### config.mk
export PLATFORM = sky130hd
export DESIGN_NAME = modbus_reply_frame_hunter_flat
export DESIGN_NICKNAME = d
export VERILOG_FILES = /design/src/mrfh_pkg.sv /design/src/mrfh_if.sv /design/src/modbus_reply_frame_hunter.sv /design/src/mrfh_datapath.sv /design/src/mrfh_ctrl.sv /design/src/flat_wrapper.sv
export VERILOG_INCLUDE_DIRS = /design/src /design/src/src
export SDC_FILE = /design/constraint.sdc
export NUM_CORES = 1
export LEC_CHECK = 0
export BUFFER_PORTS_ARGS = -buffer_cell sky130_fd_sc_hd__buf_2
export CORE_UTILIZATION = 55
export DETAILED_ROUTE_END_ITERATION = 10
export PLACE_DENSITY_LB_ADDON = 0.12
export RECOVER_POWER = 100
export SLEW_MARGIN = 30
export SYNTH_ARGS = -nofsm -noshare
export SYNTH_HDL_FRONTEND = slang
export SYNTH_HIERARCHICAL = 1
export SYNTH_SLANG_ARGS = --single-unit
### constraint.sdc
create_clock -name clk_i -period 18 [get_ports clk_i]
set_input_delay 0.9 -clock clk_i [delete_from_list [all_inputs] [get_ports clk_i]]
set_output_delay 0.9 -clock clk_i [all_outputs]
set_load 0.1 [all_outputs]
### src/modbus_reply_frame_hunter_defines.svh
// Assertion macros shared by the frame hunter modules.
`ifndef MODBUS_REPLY_FRAME_HUNTER_DEFINES_SVH
`define MODBUS_REPLY_FRAME_HUNTER_DEFINES_SVH

// Checks a property on every rising clock edge outside reset.
`define MRFH_ASSERT(lbl, prop, msg) \
  lbl: assert property (@(posedge clk_i) disable iff (!rst_ni) (prop)) else $error(msg);

// Checks that a condition never holds on a rising clock edge outside reset.
`define MRFH_ASSERT_NEVER(lbl, cond, msg) \
  lbl: assert property (@(posedge clk_i) disable iff (!rst_ni) !(cond)) else $error(msg);

`endif

### src/mrfh_pkg.sv
// Shared types, constants and functions of the Modbus reply frame hunter.
package mrfh_pkg;

  localparam int unsigned FRAME_BYTES = 9;
  localparam int unsigned CRC_BYTES   = FRAME_BYTES - 2;

  localparam logic [15:0] CRC_INIT = 16'hFFFF;
  localparam logic [15:0] CRC_POLY = 16'hA001;

  localparam logic [7:0] SLAVE_ID_RESET   = 8'h01;
  localparam logic [7:0] FUNCTION_RESET   = 8'h03;
  localparam logic [7:0] BYTE_COUNT_RESET = 8'h04;

  // Division by ten through a reciprocal, exact for every 16-bit dividend.
  localparam logic [15:0] DIV10_MULT  = 16'd52429;
  localparam int unsigned DIV10_SHIFT = 19;
  localparam logic [15:0] TEN         = 16'd10;

  typedef logic [3:0] fill_t;
  typedef logic [2:0] crc_idx_t;

  typedef enum logic [1:0] {
    CFG_SLAVE_ID   = 2'd0,
    CFG_FUNCTION   = 2'd1,
    CFG_BYTE_COUNT = 2'd2
  } cfg_idx_e;

  typedef enum logic [2:0] {
    ST_IDLE,
    ST_EVAL,
    ST_CRC,
    ST_CHECK,
    ST_DIV,
    ST_EMIT
  } ctrl_state_e;

  typedef struct packed {
    logic rx_ready;
    logic load_byte;
    logic drop;
    logic crc_init;
    logic crc_step;
    logic load_div;
    logic emit;
  } dp_cmd_t;

  typedef struct packed {
    logic full;
    logic header_ok;
    logic crc_last;
    logic crc_ok;
    logic out_busy;
  } dp_status_t;

  // One byte of the reflected CRC-16/MODBUS update.
  function automatic logic [15:0] crc_byte(logic [15:0] acc, logic [7:0] b);
    logic [15:0] c;
    c = acc ^ {8'h00, b};
    for (int k = 0; k < 8; k++) begin
      c = c[0] ? ((c >> 1) ^ CRC_POLY) : (c >> 1);
    end
    return c;
  endfunction

endpackage

### src/mrfh_if.sv
// Valid/ready channel interfaces for received bytes and decoded frames.
interface mrfh_rx_if;
  logic       valid;
  logic       ready;
  logic [7:0] rx_byte;

  modport source (output valid, output rx_byte, input ready);
  modport sink   (input valid, input rx_byte, output ready);
endinterface

interface mrfh_res_if;
  logic        valid;
  logic        ready;
  logic [15:0] speed_raw;
  logic [12:0] speed_whole;
  logic [3:0]  speed_tenths;
  logic [15:0] direction;

  modport source (output valid, output speed_raw, output speed_whole,
                  output speed_tenths, output direction, input ready);
  modport sink   (input valid, input speed_raw, input speed_whole,
                  input speed_tenths, input direction, output ready);
endinterface

### src/modbus_reply_frame_hunter.sv
// Top level of the Modbus RTU reply frame hunter.
//
// Bytes from the serial receiver arrive one per beat on rx_i. The block keeps
// the last nine bytes; once nine are held it checks slave id, function code and
// byte count against the configuration registers, then runs a CRC-16/MODBUS
// pass over bytes zero to six, one byte per cycle, and compares it with the
// trailing two bytes (low byte first). A good frame produces one beat on res_o
// carrying speed (bytes three and four), speed split into whole and tenths, and
// direction (bytes five and six); the window is then emptied. A failed check
// drops the oldest byte. Each byte is stored while the controller is idle and
// then evaluated; a full window with a good header goes on through the CRC
// pass, the check, the divide state and the emit state. One byte is processed
// at a time: rx_i.ready is high only while the controller is idle. The result
// sits in an output register, so the next byte is taken while a result waits;
// if the receiver still stalls when the following frame is ready, that frame
// holds until the result is taken.
// Reset empties the window, drops any pending result and restores the register
// values 1, 3 and 4. Registers are written through cfg_we_i, cfg_idx_i and
// cfg_data_i; index 3 is ignored.
module modbus_reply_frame_hunter
  import mrfh_pkg::*;
(
  input  logic       clk_i,
  input  logic       rst_ni,
  input  logic       cfg_we_i,
  input  logic [1:0] cfg_idx_i,
  input  logic [7:0] cfg_data_i,
  mrfh_rx_if.sink    rx_i,
  mrfh_res_if.source res_o
);

  dp_cmd_t    cmd;
  dp_status_t status;

  // Ready to the byte source comes straight from the controller.
  assign rx_i.ready = cmd.rx_ready;

  mrfh_ctrl u_ctrl (
    .clk_i      (clk_i),
    .rst_ni     (rst_ni),
    .rx_valid_i (rx_i.valid),
    .status_i   (status),
    .cmd_o      (cmd)
  );

  mrfh_datapath u_datapath (
    .clk_i          (clk_i),
    .rst_ni         (rst_ni),
    .cfg_we_i       (cfg_we_i),
    .cfg_idx_i      (cfg_idx_i),
    .cfg_data_i     (cfg_data_i),
    .rx_byte_i      (rx_i.rx_byte),
    .cmd_i          (cmd),
    .status_o       (status),
    .res_ready_i    (res_o.ready),
    .res_valid_o    (res_o.valid),
    .speed_raw_o    (res_o.speed_raw),
    .speed_whole_o  (res_o.speed_whole),
    .speed_tenths_o (res_o.speed_tenths),
    .direction_o    (res_o.direction)
  );

endmodule

### src/mrfh_datapath.sv
// Byte window, configuration registers, CRC unit, divider and result register.
`include "modbus_reply_frame_hunter_defines.svh"

module mrfh_datapath
  import mrfh_pkg::*;
(
  input  logic        clk_i,
  input  logic        rst_ni,
  input  logic        cfg_we_i,
  input  logic [1:0]  cfg_idx_i,
  input  logic [7:0]  cfg_data_i,
  input  logic [7:0]  rx_byte_i,
  input  dp_cmd_t     cmd_i,
  output dp_status_t  status_o,
  input  logic        res_ready_i,
  output logic        res_valid_o,
  output logic [15:0] speed_raw_o,
  output logic [12:0] speed_whole_o,
  output logic [3:0]  speed_tenths_o,
  output logic [15:0] direction_o
);

  logic [7:0]  win_q [FRAME_BYTES];
  fill_t       fill_q;
  logic [7:0]  slave_id_q, function_q, byte_count_q;
  logic [15:0] crc_q;
  crc_idx_t    idx_q;
  logic [15:0] speed_q;
  logic [31:0] prod_q;
  logic        out_valid_q;
  logic [15:0] speed_raw_q, direction_q;
  logic [12:0] speed_whole_q;
  logic [3:0]  speed_tenths_q;

  logic [7:0]  crc_byte_in;
  logic [12:0] quot;
  logic [15:0] rem_full;

  assign crc_byte_in = win_q[{1'b0, idx_q}];
  assign quot        = prod_q[31:DIV10_SHIFT];
  assign rem_full    = speed_q - 16'({quot, 3'b000} + {3'b000, quot, 1'b0});

  always_ff @(posedge clk_i or negedge rst_ni) begin
    if (!rst_ni) begin
      slave_id_q   <= SLAVE_ID_RESET;
      function_q   <= FUNCTION_RESET;
      byte_count_q <= BYTE_COUNT_RESET;
    end else if (cfg_we_i) begin
      case (cfg_idx_i)
        CFG_SLAVE_ID:   slave_id_q   <= cfg_data_i;
        CFG_FUNCTION:   function_q   <= cfg_data_i;
        CFG_BYTE_COUNT: byte_count_q <= cfg_data_i;
        default: ;
      endcase
    end
  end

  // A full window on a new byte shifts out the oldest byte first.
  always_ff @(posedge clk_i or negedge rst_ni) begin
    if (!rst_ni) begin
      fill_q <= '0;
      for (int i = 0; i < FRAME_BYTES; i++) begin
        win_q[i] <= '0;
      end
    end else if (cmd_i.load_byte) begin
      if (fill_q == fill_t'(FRAME_BYTES)) begin
        for (int i = 0; i < FRAME_BYTES - 1; i++) begin
          win_q[i] <= win_q[i + 1];
        end
        win_q[FRAME_BYTES - 1] <= rx_byte_i;
      end else begin
        win_q[fill_q] <= rx_byte_i;
        fill_q        <= fill_q + fill_t'(1);
      end
    end else if (cmd_i.drop) begin
      for (int i = 0; i < FRAME_BYTES - 1; i++) begin
        win_q[i] <= win_q[i + 1];
      end
      win_q[FRAME_BYTES - 1] <= '0;
      fill_q                 <= fill_q - fill_t'(1);
    end else if (cmd_i.emit) begin
      fill_q <= '0;
    end
  end

  always_ff @(posedge clk_i or negedge rst_ni) begin
    if (!rst_ni) begin
      crc_q <= CRC_INIT;
      idx_q <= '0;
    end else if (cmd_i.crc_init) begin
      crc_q <= CRC_INIT;
      idx_q <= '0;
    end else if (cmd_i.crc_step) begin
      crc_q <= crc_byte(crc_q, crc_byte_in);
      idx_q <= idx_q + crc_idx_t'(1);
    end
  end

  always_ff @(posedge clk_i) begin
    if (cmd_i.load_div) begin
      speed_q <= {win_q[3], win_q[4]};
      prod_q  <= {win_q[3], win_q[4]} * DIV10_MULT;
    end
  end

  always_ff @(posedge clk_i or negedge rst_ni) begin
    if (!rst_ni) begin
      out_valid_q <= 1'b0;
    end else if (cmd_i.emit) begin
      out_valid_q <= 1'b1;
    end else if (res_ready_i) begin
      out_valid_q <= 1'b0;
    end
  end

  always_ff @(posedge clk_i) begin
    if (cmd_i.emit) begin
      speed_raw_q    <= speed_q;
      speed_whole_q  <= quot;
      speed_tenths_q <= rem_full[3:0];
      direction_q    <= {win_q[5], win_q[6]};
    end
  end

  assign status_o.full      = (fill_q == fill_t'(FRAME_BYTES));
  assign status_o.header_ok = (win_q[0] == slave_id_q) && (win_q[1] == function_q)
                              && (win_q[2] == byte_count_q);
  assign status_o.crc_last  = (idx_q == crc_idx_t'(CRC_BYTES - 1));
  assign status_o.crc_ok    = (win_q[FRAME_BYTES - 2] == crc_q[7:0])
                              && (win_q[FRAME_BYTES - 1] == crc_q[15:8]);
  assign status_o.out_busy  = out_valid_q && !res_ready_i;

  assign res_valid_o    = out_valid_q;
  assign speed_raw_o    = speed_raw_q;
  assign speed_whole_o  = speed_whole_q;
  assign speed_tenths_o = speed_tenths_q;
  assign direction_o    = direction_q;

  `MRFH_ASSERT_NEVER(a_fill_range, fill_q > fill_t'(FRAME_BYTES), "fill count above frame size")
  `MRFH_ASSERT(a_emit_full, cmd_i.emit |-> fill_q == fill_t'(FRAME_BYTES), "emit without full window")
  `MRFH_ASSERT(a_crc_idx, cmd_i.crc_step |-> idx_q < crc_idx_t'(CRC_BYTES), "CRC index past data bytes")

endmodule

### src/mrfh_ctrl.sv
// Controller state machine sequencing store, header test, CRC pass and output.
`include "modbus_reply_frame_hunter_defines.svh"

module mrfh_ctrl
  import mrfh_pkg::*;
(
  input  logic       clk_i,
  input  logic       rst_ni,
  input  logic       rx_valid_i,
  input  dp_status_t status_i,
  output dp_cmd_t    cmd_o
);

  ctrl_state_e state_q, state_d;

  always_ff @(posedge clk_i or negedge rst_ni) begin
    if (!rst_ni) begin
      state_q <= ST_IDLE;
    end else begin
      state_q <= state_d;
    end
  end

  always_comb begin
    state_d = state_q;
    case (state_q)
      ST_IDLE: begin
        if (rx_valid_i) state_d = ST_EVAL;
      end
      ST_EVAL: begin
        if (status_i.full && status_i.header_ok) state_d = ST_CRC;
        else state_d = ST_IDLE;
      end
      ST_CRC: begin
        if (status_i.crc_last) state_d = ST_CHECK;
      end
      ST_CHECK: begin
        state_d = status_i.crc_ok ? ST_DIV : ST_IDLE;
      end
      ST_DIV: begin
        state_d = ST_EMIT;
      end
      ST_EMIT: begin
        if (!status_i.out_busy) state_d = ST_IDLE;
      end
      default: state_d = ST_IDLE;
    endcase
  end

  always_comb begin
    cmd_o = '0;
    case (state_q)
      ST_IDLE: begin
        cmd_o.rx_ready  = 1'b1;
        cmd_o.load_byte = rx_valid_i;
      end
      ST_EVAL: begin
        cmd_o.drop     = status_i.full && !status_i.header_ok;
        cmd_o.crc_init = status_i.full && status_i.header_ok;
      end
      ST_CRC: begin
        cmd_o.crc_step = 1'b1;
      end
      ST_CHECK: begin
        cmd_o.load_div = status_i.crc_ok;
        cmd_o.drop     = !status_i.crc_ok;
      end
      ST_DIV: ;
      ST_EMIT: begin
        cmd_o.emit = !status_i.out_busy;
      end
      default: ;
    endcase
  end

  `MRFH_ASSERT(a_crc_exit, state_q == ST_CRC |=> state_q == ST_CRC || state_q == ST_CHECK, "bad exit from CRC pass")
  `MRFH_ASSERT(a_div_emit, state_q == ST_DIV |=> state_q == ST_EMIT, "divide not followed by emit")
  `MRFH_ASSERT(a_one_cmd, $onehot0({cmd_o.load_byte, cmd_o.drop, cmd_o.emit}), "conflicting window commands")

endmodule
### src/flat_wrapper.sv
// flat-port wrapper written by rule: the top's interface ports become plain ports
module modbus_reply_frame_hunter_flat import mrfh_pkg::*;
  (clk_i, rst_ni, cfg_we_i, cfg_idx_i, cfg_data_i, rx_i_valid, rx_i_rx_byte, rx_i_ready, res_o_valid, res_o_speed_raw, res_o_speed_whole, res_o_speed_tenths, res_o_direction, res_o_ready);
  mrfh_rx_if rx_i_i ();
  mrfh_res_if res_o_i ();
  input  logic clk_i;
  input  logic rst_ni;
  input  logic cfg_we_i;
  input  logic [1:0] cfg_idx_i;
  input  logic [7:0] cfg_data_i;
  input wire logic [$bits(rx_i_i.valid)-1:0] rx_i_valid;
  input wire logic [$bits(rx_i_i.rx_byte)-1:0] rx_i_rx_byte;
  output wire logic [$bits(rx_i_i.ready)-1:0] rx_i_ready;
  output wire logic [$bits(res_o_i.valid)-1:0] res_o_valid;
  output wire logic [$bits(res_o_i.speed_raw)-1:0] res_o_speed_raw;
  output wire logic [$bits(res_o_i.speed_whole)-1:0] res_o_speed_whole;
  output wire logic [$bits(res_o_i.speed_tenths)-1:0] res_o_speed_tenths;
  output wire logic [$bits(res_o_i.direction)-1:0] res_o_direction;
  input wire logic [$bits(res_o_i.ready)-1:0] res_o_ready;
  assign rx_i_i.valid = rx_i_valid;
  assign rx_i_i.rx_byte = rx_i_rx_byte;
  assign rx_i_ready = rx_i_i.ready;
  assign res_o_valid = res_o_i.valid;
  assign res_o_speed_raw = res_o_i.speed_raw;
  assign res_o_speed_whole = res_o_i.speed_whole;
  assign res_o_speed_tenths = res_o_i.speed_tenths;
  assign res_o_direction = res_o_i.direction;
  assign res_o_i.ready = res_o_ready;
  modbus_reply_frame_hunter u_core (.clk_i(clk_i), .rst_ni(rst_ni), .cfg_we_i(cfg_we_i), .cfg_idx_i(cfg_idx_i), .cfg_data_i(cfg_data_i), .rx_i(rx_i_i), .res_o(res_o_i));
endmodule
After elaboration in Yosys (flattened, before gate mapping)
Cells that the tools add are included.
Widths: inputs -> output; s select.
{"block": "word_totals", "register_bits": 220, "input_bits": 23, "out_inout_bits": 51}
{"block": "op_classes", "n_addsub": 5, "multipliers": 1, "order_cmp": 3, "n_eq_ne": 18, "muxes": 39, "bitwise": 11, "n_reduce_logical": 22}
{"cell": "$mux 72", "count": 3}
{"cell": "$mux 16", "count": 10}
{"cell": "$bwmux 72", "count": 1}
{"cell": "$eq 8x8->1", "count": 5}
{"cell": "$bmux 8 s4", "count": 1}
{"cell": "$demux 8 s4", "count": 1}
{"cell": "$mul 16x16->32 const B", "count": 1}
{"cell": "$mux 8", "count": 3}
{"cell": "$not 2->3", "count": 8}
{"cell": "$mux 3", "count": 6}
{"cell": "$pmux 3 s6", "count": 1}
{"cell": "$mux 4", "count": 4}
{"cell": "$xor 16x8->16", "count": 1}
{"cell": "$ge 5x5->1 const B", "count": 2}
{"cell": "$eq 3x3->1 const B", "count": 3}
{"cell": "$reduce_and 2->1", "count": 4}
{"cell": "$logic_and 1x1->1", "count": 7}
{"cell": "$eq 3x2->1 const B", "count": 2}
{"cell": "$mux 1", "count": 6}
{"cell": "$ne 2x2->1 const B", "count": 3}
{"cell": "$reduce_bool 2->1", "count": 3}
{"cell": "$lt 5x1->1 const B", "count": 1}
{"cell": "$not 3->5", "count": 1}
{"cell": "$not 4->5", "count": 1}
{"cell": "other kinds (17)", "count": 21}

Depth between registers and ports, before layout
Gate-level depths: netlist of the first run.
{"block": "depth", "ltp_word": 23, "ltp_mapped": 21}

By module
Netlist of the first run, hierarchy kept.
{"module": "mrfh_datapath", "n_inst": 1, "cells_each": 1152, "area_each_um2": 13173.9}
{"module": "mrfh_ctrl", "n_inst": 1, "cells_each": 22, "area_each_um2": 201.4}

Least setup slack after synthesis of the first run
Ideal clock, no wire load.
{"block": "synth_path", "kind": "register to register", "start": "register u_core.u_datapath.out_valid_q, in the netlist u_core/u_datapath/res_valid_o", "end": "register u_core.u_datapath.fill_q[2]", "setup_ns": 0.333, "arrival_ns": 6.423, "setup_slack_ns": 11.245, "stages_incl_launch_ff": 8, "n_path_buf": 0, "path_cell_list": "dfrtp_1 nor2b_1 nand2b_1 nor3b_1 o21ai_0 nor2_1 xnor2_1 a21oi_1"}
{"element": "start: declaration", "line_no": "mrfh_datapath.sv:30", "text": "logic out_valid_q;"}
{"element": "start signal: assignment", "line_no": "mrfh_datapath.sv:108", "text": "out_valid_q <= 1'b0;"}
{"element": "start signal: assignment", "line_no": "mrfh_datapath.sv:110", "text": "out_valid_q <= 1'b1;"}
{"element": "start signal: assignment", "line_no": "mrfh_datapath.sv:112", "text": "out_valid_q <= 1'b0;"}
{"element": "end signal: assignment", "line_no": "mrfh_datapath.sv:73", "text": "fill_q <= fill_q + fill_t'(1);"}
{"element": "end signal: assignment", "line_no": "mrfh_datapath.sv:80", "text": "fill_q <= fill_q - fill_t'(1);"}
{"element": "end: declaration", "line_no": "mrfh_datapath.sv:24", "text": "fill_t fill_q;"}

Worst setup path in the final report of the first run
{"block": "layout_path", "start": "register u_core/u_datapath/win_q[46] (netlist bit)", "end": "register u_core.u_datapath.prod_q[29], data pin"}
{"block": "layout_via", "elab_chain_len": 1}
{"element": "start: declaration", "line_no": "mrfh_datapath.sv:23", "text": "logic [7:0] win_q [FRAME_BYTES];"}
{"element": "start signal: indexed assignment", "line_no": "mrfh_datapath.sv:68", "text": "win_q[i] <= win_q[i + 1];"}
{"element": "start signal: indexed assignment", "line_no": "mrfh_datapath.sv:70", "text": "win_q[FRAME_BYTES - 1] <= rx_byte_i;"}
{"element": "start signal: indexed assignment", "line_no": "mrfh_datapath.sv:72", "text": "win_q[fill_q] <= rx_byte_i;"}
{"element": "$mul 16x16->32", "line_no": "mrfh_datapath.sv:102", "text": "prod_q <= {win_q[3], win_q[4]} * DIV10_MULT;"}
{"element": "end signal: assignment", "line_no": "mrfh_datapath.sv:102"}
{"element": "end: declaration", "line_no": "mrfh_datapath.sv:29", "text": "logic [31:0] prod_q;"}
No other way between the ends.
A chain may end at the register's enable or synchronous reset.

==> impl_metrics.py, run 1 <==
metrics = {
    "min_path": {
        "hp-class": "flip-flop to flip-flop",
        "holdCritStartpoint": "u_core/u_datapath/speed_q[6]",
        "min_path_cells": 0,
    },
    "synthesis": {
        "synthArstFlopShare": 0.6119,
        "synth_edf_count": 78,
        "syn_nets": 1417,
        "avgSynthCellArea_um2": 11.39,
        "ys_ff_latch": 201,
        "ys_seq_area_frac": 0.4071,
        "synth.distinct_cells": 58,
        "yosysWarnings": 6,
        "netlist_instances": 1174,
        "syn_area_um2": 13380,
        "ys.flop_type": "dfrtp_1",
    },
    "cts": {
        "clock-sinks": 201,
        "clkLatencyLatePin_ns": 0.52,
        "htree_levels": 1,
        "cts_setup_buffers": 0,
        "cts_root_buf": "clkbuf_16",
        "holdBufCountCts": 0,
        "numCtsBuffers": 23,
        "cts_buffer_depth": 3,
        "cts_tree": "yes",
        "cts_resized": 0,
        "clk_pin_slew_worst_paths_ns": 0.06,
    },
    "routing": {
        "drtAntennaViolNets": 0,
        "wirelength_mm": 32.28,
        "wl_per_cell_um": 20.38,
        "drc": 0,
        "vias": 8931,
        "drt_iter0_markers": 621,
        "firstDrtPassIters": 6,
        "viasPerCell": 5.638,
    },
    "global_route": {
        "antenna_found_initial": 0,
        "grt_max_degree": 78,
        "grt_usage": 0.2752,
        "grt_first_pass_wirelength_mm": 51.16,
        "grt.overflow.total": 0,
        "grt_pass1_vias": 8810,
    },
    "floorplanning": {
        "row_count": 56,
        "die_y_um": 157.9,
        "io_pins": 74,
        "core-area_um2": 23680,
        "die_w_um": 157.9,
        "dieArea_um2": 24950,
        "start_util": 0.5648,
    },
    "finish": {
        "regArea_um2": 5445,
        "nets": 1491,
        "antenna_cells": 0,
        "drive_above_1_share": 0.09881,
        "n_fill_cell": 1959,
        "area_delta_synth_final_pct": 10.33,
        "multi_input_area_um2": 7134,
    },
    "critical_path": {
        "r2r.worst_path.cells": 21,
        "r2r_start": "u_core/u_datapath/win_q[46]",
        "crit_fanout": 10,
        "critPathCaptureType": "flip-flop",
        "cp.required_ns": 18.26,
        "crit_start": "u_core/u_datapath/win_q[46]",
        "crit_arrival_ns": 6.48,
        "crit_type": "flip-flop to flip-flop",
        "cp-start-kind": "flip-flop",
    },
    "status": {
        "violations": "max-capacitance violations, max-slew violations",
        "outcome": "finished, violations left",
    },
    "timing": {
        "fmax_ghz": 0.1607,
        "maxSlewHeadroom": -1.838,
        "layout_min_cycle_time_ns": 6.224,
        "slew_violations": 249,
        "tns_ns": 0,
        "worstMarginPinSlew_ns": 4.257,
        "setup_viol": 0,
        "finalCritPeriodShare": 0.3458,
        "rsz0062_at_grt": "false",
        "hold_viol": 0,
        "finClkSkew_ns": 0.02024,
    },
    "place": {
        "dpl.hpwl_mm": 24.42,
        "numPortBuffers": 73,
        "gp_congestion": 0.9092,
    },
    "job": {
        "maxCapViolations": 5,
    },
}
state kept, by name, summed over array words and instances, names as in the netlist:
name,count
u_core/u_datapath/res_valid_o,1
u_core/u_datapath/speed_tenths_o,4
u_core/u_datapath/speed_q,16
u_core/u_datapath/direction_o,16
u_core/u_datapath/function_q,8
u_core/u_datapath/fill_q,4
u_core/u_datapath/speed_whole_o,13
u_core/u_datapath/crc_q,16
u_core/u_ctrl/state_q,3
u_core/u_datapath/byte_count_q,8
u_core/u_datapath/prod_q,13
u_core/u_datapath/win_q,72
u_core/u_datapath/idx_q,3
u_core/u_datapath/speed_raw_o,16
u_core/u_datapath/slave_id_q,8
Yosys cell counts (7+ instances only):
master,n,area (um^2)
o21ai_0,55,275.3
edfxtp_1,78,2342
mux2_2,24,270.3
nor3_1,9,45.04
a22oi_1,9,67.56
a32oi_1,24,210.2
dfstp_2,20,525.5
a21o_1,7,52.55
nand4_1,9,56.30
dfrtp_1,103,2577
nand2_1,80,300.3
xnor2_1,56,490.5
fa_1,79,1582
clkbuf_1,25,93.84
a21oi_1,82,410.4
and2_1,10,62.56
xor2_1,32,280.3
mux4_2,12,270.3
ha_1,141,1764
nor2_1,60,225.2
inv_1,167,626.9
mux2i_1,14,140.1
metal layers:
layer / vias to the layer above / GRT usage / part of all wire
li1: 4178 / - / -
met1: 4369 / 0.4181 / 0.47
met2: 330 / 0.4000 / 0.42
met3: 54 / 0.06187 / 0.083
met4: 0 / 0.06273 / 0.021
met5: - / 0 / 0
cell type report:
| type | count | area share |
|---|---|---|
| well taps | 319 | 0.02705 |
| clock inverters | 11 | 0.01111 |
| clock buffers | 31 | 0.04239 |
| flip-flops and latches | 201 | 0.3690 |
| inverters | 168 | 0.04273 |
| multi-input cells | 771 | 0.4835 |
| repair buffers | 83 | 0.02425 |
cell usage in the layout, fill, tap and decap left out, types with 4 or more instances in the layout:
cell,n
bufinv_16,4
clkbuf_1,65
dfrtp_1,103
nor4_1,5
o21bai_1,4
a22oi_1,9
mux2_2,24
nand4_1,9
xor2_1,32
mux4_2,12
a21oi_1,82
edfxtp_1,78
nand3_1,6
clkbuf_16,23
fa_1,79
nand2_1,80
nor2_1,59
mux2i_1,15
ha_1,141
a211oi_1,4
buf_2,19
xnor2_1,56
o21ai_0,58
a32oi_1,24
dfstp_2,19
buf_4,4
nor2b_1,4
mux4_1,4
inv_1,167
and2_1,8
nor3_1,9
a21o_1,7
path summary, 6_finish.rpt:
check | slack (ns) | end
worst min register to register | 0.42 | u_core/u_datapath/speed_raw_o[6]
worst max register to register | 11.78 | u_core/u_datapath/prod_q[29]
worst max-delay path | 11.78 | u_core/u_datapath/prod_q[29]
max in group asynchronous | 12.23 | u_core/u_datapath/win_q[25]
worst min-delay path | 0.42 | u_core/u_datapath/speed_raw_o[6]
min in group asynchronous | 1.88 | u_core/u_datapath/res_valid_o
cell families (layout without fill, tap and decap cells):
logic type               after synthesis  in the layout  synth area share
AO/OA/AOI/OAI                        205            205           0.09214
XOR/XNOR                              92             92           0.06352
adder cells (fa/ha/maj)              220            220            0.2501
buffers and inverters                202            293           0.05959
flip-flops                           201            201            0.4071
multiplexers                          56             56           0.06080
AND/OR/NAND/NOR                      198            198           0.06670
worst max-delay path: stages (launching register included):
cell	delay, ns
dfrtp_1	0.69
inv_1	0.24
ha_1	0.39
inv_1	0.09
ha_1	0.14
inv_1	0.05
fa_1	0.52
inv_1	0.05
fa_1	0.53
fa_1	0.50
inv_1	0.05
fa_1	0.48
inv_1	0.04
ha_1	0.30
a21oi_1	0.16
o21bai_1	0.08
a221oi_1	0.23
o21ai_0	0.36
a221o_1	0.49
a211o_1	0.30
a21oi_1	0.18
xnor2_1	0.07
per-stage QoR:
step / std cells / setup WS, ns / utilization / hold WS (ns) / area [um^2]
5_1_grt: 1584 / 11.11 / 0.6231 / 0.4253 / 14760
3_5_place_dp: 1542 / 11.89 / 0.5945 / 0.4054 / 14080
6_report: 1584 / 11.78 / 0.6231 / 0.4198 / 14760
4_1_cts: 1584 / 11.84 / 0.6278 / 0.4197 / 14870
3_3_place_gp: 1541 / 11.95 / 0.5934 / 0.4018 / 14050
2_1_floorplan: 1174 / 11.24 / - / 0.4003 / 13380
Power of run 1 is not shown: default switching activity piles up to over one toggle a cycle in this logic, so the estimate is an artifact.
==> run 2, diff against run 1 <==
Settings changed: ABC_AREA from default to 1.
Clock period 18 ns to 6.45 ns, I/O delays scaled along.
==> impl_metrics.py, run 2 <==
metrics = {
    "timing": {
        "maxSlewHeadroom": -0.9309,
        "slew_violations": 246,
        "finClkSkew_ns": 0.01656,
        "rsz0062_at_grt": "false",
        "fmax_ghz": 0.1765,
        "worstMarginPinSlew_ns": 2.896,
        "hold_viol": 0,
        "layout_min_cycle_time_ns": 5.667,
        "tns_ns": 0,
        "setup_viol": 0,
        "finalCritPeriodShare": 0.8786,
    },
    "critical_path": {
        "path_buf_inv": 3,
        "cp.required_ns": 6.92,
        "cp_top_family": "buffers and inverters",
        "cp_cell_sequence": "clkbuf_1 > clkinvlp_2 > nand2_1 > nand3_1 > nand3_1 > nand2_1 > nand2_1 > nand2_1 > nand2_1 > nand2_1 > nand2_2 > nand2_2 > inv_1 > nand2_4 > nand2_1 > nand2_2 > nand3_1 > nand3_1 > nand2_1",
        "crit_type": "flip-flop to flip-flop",
        "cpMostUsedCell": "nand2_1",
        "crit_fanout": 38,
        "critPathCaptureType": "flip-flop",
        "cp_slowest_cell": "clkinvlp_2",
        "cpPeakStageDelay_ns": 1.88,
        "crit_arrival_ns": 6.13,
        "cp-start-kind": "flip-flop",
    },
    "cts": {
        "htree_levels": 1,
        "clk_pin_slew_worst_paths_ns": 0.06,
        "cts_setup_buffers": 0,
        "holdBufCountCts": 1,
        "cts_buffer_depth": 3,
        "clkLatencyLatePin_ns": 0.53,
        "numCtsBuffers": 25,
        "cts_resized": 0,
        "cts_tree": "yes",
        "clock-sinks": 201,
        "cts_root_buf": "clkbuf_16",
    },
    "finish": {
        "mostFrequentLayoutCells": "inv_1 (295), nand2_1 (272), ha_1 (141), o21ai_0 (134), dfrtp_1 (103)",
        "top_register": "u_core/u_datapath/win_q",
        "layout_commonest_cell": "inv_1",
        "largest_register_ff_count": 72,
        "area_delta_synth_final_pct": 9.248,
        "drive_above_1_share": 0.07342,
        "finalNonFillerCells": 1979,
        "final_core_util": 0.6157,
        "nets": 1872,
    },
    "global_route": {
        "grt_first_pass_wirelength_mm": 58.16,
        "grt.overflow.total": 0,
        "grt_pass1_vias": 10593,
        "antenna_found_initial": 2,
        "grt_max_degree": 72,
        "grt_usage": 0.2888,
    },
    "synthesis": {
        "synth_mux_area_frac": 0,
        "ys.flop_type": "dfrtp_1",
        "syn_area_um2": 14270,
        "synth_top_family_by_area": "adder cells",
        "netlist_instances": 1555,
        "synth.distinct_cells": 45,
        "synth_top_cell_area_share": 0.1806,
        "yosys.area.top_type": "dfrtp_1",
        "synth_fa_ha_area_frac": 0.2344,
        "synth_compound_area_frac": 0.1132,
        "syn_nets": 1798,
        "synth_edf_count": 78,
        "synthArstFlopShare": 0.6119,
        "synthTopCellsByArea": "dfrtp_1 (18%), edfxtp_1 (16%), ha_1 (12%)",
        "yosysMostFrequentCell": "inv_1",
        "synth_common_cells": "inv_1 (293), nand2_1 (269), ha_1 (141)",
        "ys_seq_area_frac": 0.3815,
        "yosysWarnings": 6,
        "avgSynthCellArea_um2": 9.179,
        "synth_xor_area_frac": 0.03804,
        "synthSimpleGateAreaFrac": 0.1391,
        "ys_ff_latch": 201,
    },
    "routing": {
        "firstDrtPassIters": 7,
        "drt_iter0_markers": 1066,
        "wl_per_cell_um": 18.58,
        "vias": 11052,
        "drtAntennaViolNets": 0,
        "viasPerCell": 5.585,
        "drc": 0,
        "wirelength_mm": 36.77,
    },
    "pwr": {
        "power_w": 0.008344,
        "leakagePower_nw": 7.598,
        "peakVddDrop_v": 0.0003795,
        "pwr_density_cell_nw_per_um2": 535.1,
    },
    "floorplanning": {
        "die_w_um": 163.1,
        "die_y_um": 163.1,
        "dieArea_um2": 26600,
        "row_count": 58,
        "start_util": 0.5636,
        "io_pins": 74,
        "core-area_um2": 25330,
    },
    "job": {
        "maxCapViolations": 5,
    },
    "place": {
        "numPlacedInstances": 1931,
        "gp_congestion": 0.9456,
        "numPortBuffers": 73,
        "dpl.hpwl_mm": 28.38,
    },
    "status": {
        "violations": "max-capacitance violations, max-slew violations",
        "outcome": "finished, violations left",
    },
    "min_path": {
        "hp-class": "input pin to flip-flop",
    },
}
## run 2: cell count changes after synthesis, sizes merged, moves of 12 or more
cell   before  now
mux2       24    0
a21oi      82   57
xnor2      58   42
o22ai       0   63
o21ai      60  134
a32oi      24    0
inv       168  300
mux2i      16    0
nand2      80  285
xor2       32   20
mux4       16    0
nand3       6   78
## run 2: through the flow
stage                     hold WS, ns  setup WS (ns)  cell area, um^2
after floorplan               0.02691          1.494            14270
after global placement         0.4043          1.101            14900
after detailed placement       0.4161         0.9394            14900
after CTS                     0.05223         0.9315            15710
after global routing          0.09570         0.3905            15590
final                         0.07736         0.7831            15590
## run 2: worst paths after layout
check                                        startpoint  slack [ns]                                 to  cells after the start
max                          u_core/u_datapath/idx_q[0]        0.78         u_core/u_datapath/crc_q[0]                     19
min                                       cfg_data_i[2]        0.08  u_core/u_datapath/byte_count_q[2]                      3
max reg2reg                  u_core/u_datapath/idx_q[0]        0.78         u_core/u_datapath/crc_q[0]                     19
min reg2reg                u_core/u_datapath/speed_q[5]        0.43   u_core/u_datapath/speed_raw_o[5]                      0
max in group asynchronous                        rst_ni        2.16    u_core/u_datapath/function_q[2]                      3
min in group asynchronous                        rst_ni        1.29        u_core/u_datapath/win_q[34]                      2
## run 2: kinds of logic after synthesis
kind of cell               count (synthesis)
and+or+nand+nor                          453
buffers and inverters                    333
AOI/OAI and AO/OA                        286
adders and majority gates                220
DFF                                      201
xor gates and xnor gates                  62
## run 2: power breakdown
group / switching, W / total [W] / internal, W
Clock: 0.000559 / 0.00136 / 0.000803
Combinational: 0.00317 / 0.00502 / 0.00186
Sequential: 0.000323 / 0.00196 / 0.00163
## run 2: layout make-up
cell class,instances,area (um^2)
clock buffer,33,695.7
timing repair buffer,80,341.6
clock inverter,13,106.4
antenna,1,2.502
fill,2255,9733
tap,330,412.9
inverter,300,1127
sequential,201,5445
multi-input combinational,1021,7462
## run 2: worst reg2reg max path, stage by stage (launching register included)
cell	delay, ns
dfrtp_1	0.32
clkbuf_1	1.44
clkinvlp_2	1.92
nand2_1	0.33
nand3_1	0.13
nand3_1	0.26
nand2_1	0.12
nand2_1	0.07
nand2_1	0.08
nand2_1	0.07
nand2_1	0.13
nand2_2	0.09
nand2_2	0.05
inv_1	0.09
nand2_4	0.05
nand2_1	0.14
nand2_2	0.07
nand3_1	0.08
nand3_1	0.09
nand2_1	0.07
## run 2: metal layers
metal  track usage  share of wire  up-vias
li1              -              -     5251
met4       0.06075          0.016        0
met1        0.4387           0.47     5341
met5             0              0        -
met3       0.05790          0.086       44
met2        0.4255           0.43      416
Note: power is estimated with default switching activity, not from simulation.
